--- src/rtl/chap_pkg.sv ---
// shared types, codes and constants of the chacha20-poly1305 aead core
package chap_pkg;

  // item mode codes
  localparam logic [1:0] MODE_START  = 2'd0;
  localparam logic [1:0] MODE_AAD    = 2'd1;
  localparam logic [1:0] MODE_PAY    = 2'd2;
  localparam logic [1:0] MODE_FINISH = 2'd3;

  // result status codes
  localparam logic [1:0] STAT_OK   = 2'd0;
  localparam logic [1:0] STAT_AUTH = 2'd1;
  localparam logic [1:0] STAT_SEQ  = 2'd2;

  // register indexes
  localparam logic [2:0] REG_KEY0    = 3'd0;
  localparam logic [2:0] REG_KEY1    = 3'd1;
  localparam logic [2:0] REG_KEY2    = 3'd2;
  localparam logic [2:0] REG_KEY3    = 3'd3;
  localparam logic [2:0] REG_NONCE_L = 3'd4;
  localparam logic [2:0] REG_NONCE_H = 3'd5;
  localparam logic [2:0] REG_OPEN    = 3'd6;

  // chacha constants and poly1305 clamp
  localparam logic [31:0] SIGMA0 = 32'h61707865;
  localparam logic [31:0] SIGMA1 = 32'h3320646e;
  localparam logic [31:0] SIGMA2 = 32'h79622d32;
  localparam logic [31:0] SIGMA3 = 32'h6b206574;
  localparam logic [127:0] CLAMP = 128'h0ffffffc0ffffffc0ffffffc0fffffff;

  typedef struct packed {
    logic [1:0]  mode;
    logic [63:0] data_low;
    logic [63:0] data_high;
    logic [4:0]  byte_count;
  } item_t;

  typedef struct packed {
    logic [63:0] result_low;
    logic [63:0] result_high;
    logic [4:0]  result_count;
    logic [1:0]  status;
  } res_t;

  // classified item as queued between front and back
  typedef struct packed {
    logic [1:0]   mode;
    logic [127:0] dat;
    logic [127:0] raw;
    logic [127:0] bmask;
    logic [4:0]   n;
    logic         too_long;
    logic         empty;
  } citem_t;

  typedef enum logic [1:0] {PH_IDLE, PH_AAD, PH_PAY} phase_e;

  typedef enum logic [2:0] {
    ST_IDLE, ST_DECODE, ST_KEY, ST_KS, ST_CRYPT, ST_MAC, ST_TAG, ST_RES
  } st_e;

  typedef enum logic [1:0] {POLY_CLEAR, POLY_BLOCK, POLY_TAG} poly_op_e;

  typedef enum logic [3:0] {
    PS_IDLE, PS_MUL, PS_ADD, PS_RED1, PS_RED2, PS_TAG2, PS_TAG3, PS_TAG4
  } poly_st_e;

  typedef struct packed {
    logic         start;
    poly_op_e     op;
    logic [127:0] m;
    logic [127:0] s;
  } poly_cmd_t;

  typedef struct packed {
    logic         done;
    logic [127:0] tag;
  } poly_stat_t;

  // byte b of the mask is set when b lies below n
  function automatic logic [127:0] byte_mask(input logic [4:0] n);
    logic [127:0] m;
    m = '0;
    for (int b = 0; b < 16; b++) begin
      m[8*b +: 8] = (5'(b) < n) ? 8'hff : 8'h00;
    end
    return m;
  endfunction

endpackage

--- src/rtl/chap_front.sv ---
// input queue that classifies and masks incoming words
module chap_front (
  input  logic            clk_i,
  input  logic            rst_ni,
  input  logic            in_valid_i,
  output logic            in_stall_o,
  input  chap_pkg::item_t in_data_i,
  input  logic            pop_i,
  output logic            head_valid_o,
  output chap_pkg::citem_t head_o
);

  chap_pkg::citem_t q_q [2];
  logic       wptr_q, rptr_q;
  logic [1:0] cnt_q;
  logic       push;
  chap_pkg::citem_t cls;
  logic [127:0] m;

  // classify the incoming word
  always_comb begin
    m = chap_pkg::byte_mask(in_data_i.byte_count);
    cls.mode     = in_data_i.mode;
    cls.raw      = {in_data_i.data_high, in_data_i.data_low};
    cls.bmask    = m;
    cls.dat      = {in_data_i.data_high, in_data_i.data_low} & m;
    cls.n        = in_data_i.byte_count;
    cls.too_long = in_data_i.byte_count > 5'd16;
    cls.empty    = in_data_i.byte_count == 5'd0;
  end

  assign in_stall_o   = cnt_q == 2'd2;
  assign push         = in_valid_i && !in_stall_o;
  assign head_valid_o = cnt_q != 2'd0;
  assign head_o       = q_q[rptr_q];

  // queue storage
  always_ff @(posedge clk_i) begin
    if (push) begin
      q_q[wptr_q] <= cls;
    end
  end

  // queue pointers
  always_ff @(posedge clk_i or negedge rst_ni) begin
    if (!rst_ni) begin
      wptr_q <= 1'b0;
      rptr_q <= 1'b0;
      cnt_q  <= 2'd0;
    end else begin
      if (push) wptr_q <= !wptr_q;
      if (pop_i) rptr_q <= !rptr_q;
      cnt_q <= cnt_q + 2'(push) - 2'(pop_i);
    end
  end

endmodule

--- config.mk ---
export PLATFORM = sky130hd
export DESIGN_NAME = chap_front
export DESIGN_NICKNAME = d
export VERILOG_FILES = /design/src/rtl/chap_pkg.sv /design/src/rtl/chap_front.sv
export SDC_FILE = /design/constraint.sdc
export NUM_CORES = 1
export LEC_CHECK = 0
export ABC_CLOCK_PERIOD_IN_PS = 18750
export BUFFER_PORTS_ARGS = -buffer_cell sky130_fd_sc_hd__buf_2
export CORE_MARGIN = 2
export CORE_UTILIZATION = 40
export CTS_CLUSTER_DIAMETER = 100
export DETAILED_ROUTE_END_ITERATION = 8
export PLACE_DENSITY = 0.65
export SLEW_MARGIN = 0
export SYNTH_ARGS = -nofsm -noshare
export SYNTH_HDL_FRONTEND = slang
export SYNTH_SLANG_ARGS = --single-unit
--- constraint.sdc ---
create_clock -name clk_i -period 18.75 [get_ports clk_i]
set_input_delay 0.9375 -clock clk_i [delete_from_list [all_inputs] [get_ports clk_i]]
set_output_delay 0.9375 -clock clk_i [all_outputs]
set_load 0.005 [all_outputs]
==> key figures <==
Clock tree
  • Total CTS buffers: 57
  • Clock latency at the later pin of the worst-skew pair: 0.60 ns
  • Root Buffer Master: clkbuf_16
  • Post-CTS setup buffer count: 0
  • Clock buffer depth: 3
  • Post_cts resized: 0
  • CTS tree: done
  • Clock transition at the registers of the reported paths: 0.06 ns
  • # hold bufs at CTS: 0
  • Htree depth: 2
  • # clock sinks: 564

Synthesis
  • YS warnings: 0
  • Count of different cell masters after synthesis: 31
  • Top FF cell, synth: edfxtp_1
  • Post-synth EDFFs: 560
  • Cell area after synthesis: 22300 um^2
  • Synthesized Nets: 1312
  • Sequential area share after synthesis: 76.0%
  • FF+latch count, synth: 564
  • Synth Area per Inst: 19.0 um^2
  • Fraction of registers with async set/reset: 0.709%
  • Syn Inst Count: 1171

Layout
  • Fillers: 4704
  • Fraction of final layout cells sized beyond drive strength 1: 55.0%
  • Syn-to-layout area delta: 19.7%
  • Design Area, Final: 26700 um^2
  • Most common cell after layout, fill and taps aside: edfxtp_1
  • Post-route non-filler standard cell count: 2412
  • Most frequent cells in the layout: edfxtp_1, buf_2, mux2_2, nor2b_1, clkbuf_16
  • Fin util: 48.4%
  • Final net count: 1761

Place
  • Placed cell area: 24900 um^2
  • Setup WS pre-CTS: 14.87 ns
  • GP Congestion: 0.766
  • HPWL after DPL: 30400 um
  • Cells after DPL: 2309
  • Buffers on Ports: 533

Setup path
  • Reg2reg start: cnt_q[1]$_DFF_PN0_
  • Arrival time worst endpoint: 3.33 ns
  • Top cell family by delay on the critical path: flip-flops
  • Crit path capture type: output pin
  • Worst r2r path cells: 5
  • Crit-path max FO: 149
  • CP Launch Type: register
  • Critical Path Max Stage Delay: 1.06 ns
  • Critical path buffers and inverters: 2
  • Critical-path cell list: buf_12, mux2_2, buf_2
  • WP data required: 17.81 ns
  • Worst path slowest cell: dfrtp_4
  • Reg2reg end: q_q[0][264]$_DFFE_PP_
  • Worst setup path class: reg2out
  • Reg-to-reg slack, setup: 15.41 ns

Drt
  • # DRC: 0
  • Drt pass-1 iters: 6
  • Final WL: 47200 um
  • DR vias: 11300
  • Vias per cell: 4.69
  • Routed Antenna Nets: 0
  • DR iter-0 viols: 583
  • Wire per inst: 19.6 um

Run status
  • Status: finished, final reports clean

Job
  • Max-cap viol count: 0

STA
  • Setup tns final: 0 ns
  • Fin crit share: 22.8%
  • Clock Skews: 0.0293 ns
  • Min Tclk post-route: 4.27 ns
  • Final hold vios: 0
  • # setup viols final: 0
  • Slew Viols, Final: 0
  • Min Hold Slack: 0.156 ns
  • RSZ-0062 raised after global routing: false
  • Max-Slew Margin vs Limit: 18.8%
  • Setup ws final: 14.48 ns
  • Slew at the pin closest to its max-slew limit: 1.22 ns
  • Fmax: 0.234 GHz

Die
  • Die Span X: 240 um
  • Initial core utilization: 40.4%
  • DIE AREA: 57600 um^2
  • Die Ht: 240 um
  • IO Count: 534
  • Total core area: 55100 um^2
  • Rows: 86

Power and ir drop
  • Worst VDD drop: 0.0959 mV
  • Pwr Density: 153 nW/um^2
  • Leak Pwr: 9.83 nW
  • Power Total: 4.07 mW

Global routing
  • GRT Total Usage: 15.6%
  • Largest net degree at the start of global routing: 150
  • GR Overflow Total: 0
  • First-pass GRT wire length: 67900 um
  • Number of global-route vias before repair: 11400
  • Initial antenna violation count: 6

Hold path
  • Hold/Removal Path Class: in2async
layout make-up:
class                      count  area [um^2]  share of cell area [%]
inverter                      13         48.8                   0.183
clock buffer                  72         1530                    5.72
antenna                        2         5.00                  0.0188
tap                          748          936                    3.51
timing repair buffer         544         2760                    10.4
multi-input combinational    440         4250                    15.9
sequential                   564        16900                    63.5
clock inverter                29          205                   0.770
cells in the mapped netlist (2+ instances only):
cell	count	area share (%)
a21oi_1	2	0.045
dfrtp_1	4	0.45
and2_1	32	0.90
nor2b_1	80	2.2
buf_2	34	0.76
o21a_1	2	0.067
xnor2_1	3	0.12
and3_1	9	0.25
buf_4	114	3.8
edfxtp_1	560	76
ha_1	2	0.11
and2_4	8	0.31
buf_6	2	0.10
a21oi_2	4	0.16
clkbuf_1	4	0.067
mux2_2	280	14
inv_1	13	0.22
or2_2	3	0.084
or2_1	2	0.056
a21o_1	2	0.067
where the power goes:
part | internal, mW | switching (mW)
clock | 0.610 | 0.446
sequential | 1.73 | 0.0854
combinational | 0.568 | 0.628
total | 2.91 | 1.16
state kept, by name, indices dropped and copies added (netlist names):
name and flops:
q_q 560, cnt_q 2, rptr_q 1, wptr_q 1
kinds of logic (layout without fill, tap and decap cells):
kind of cell	count (synthesis)	in the layout	synth area share, %
adders and majority gates	2	2	0.112
muxes	280	280	14.2
and+or+nand+nor	140	140	4.05
DFF	564	564	76.0
buffers and inverters	167	658	5.00
AOI/OAI and AO/OA	14	14	0.540
other	0	2	0
xor gates and xnor gates	4	4	0.157
worst reg2reg max path, stage by stage (launching register included):
cell	delay (ns)
dfrtp_1	0.41
nand2b_1	0.14
nand2_1	0.14
nor2_4	0.49
buf_4	0.77
buf_4	0.93
layer usage:
layer	up-vias	GRT usage, %	part of all wire (%)
li1	5214	-	-
met1	5632	18.8	40
met2	377	27.0	51
met3	78	4.45	7.3
met4	6	5.31	2.5
met5	-	0	0.085
how the worst max path moves through the flow:
stage | depth (start not counted) | start | to | slack [ns]
final | 3 | rptr_q$_DFFE_PN0P_ | head_o[75] | 14.48
after global routing | 3 | rptr_q$_DFFE_PN0P_ | head_o[10] | 14.39
after CTS | 3 | rptr_q$_DFFE_PN0P_ | head_o[10] | 14.49
after detailed placement | 5 | in_valid_i | q_q[0][158]$_DFFE_PP_ | 14.87
after global placement | 5 | in_valid_i | q_q[0][234]$_DFFE_PP_ | 14.86
after floorplan | 2 | in_valid_i | q_q[0][0]$_DFFE_PP_ | 5.20
No activity file was read; power rests on OpenSTA's default activity.
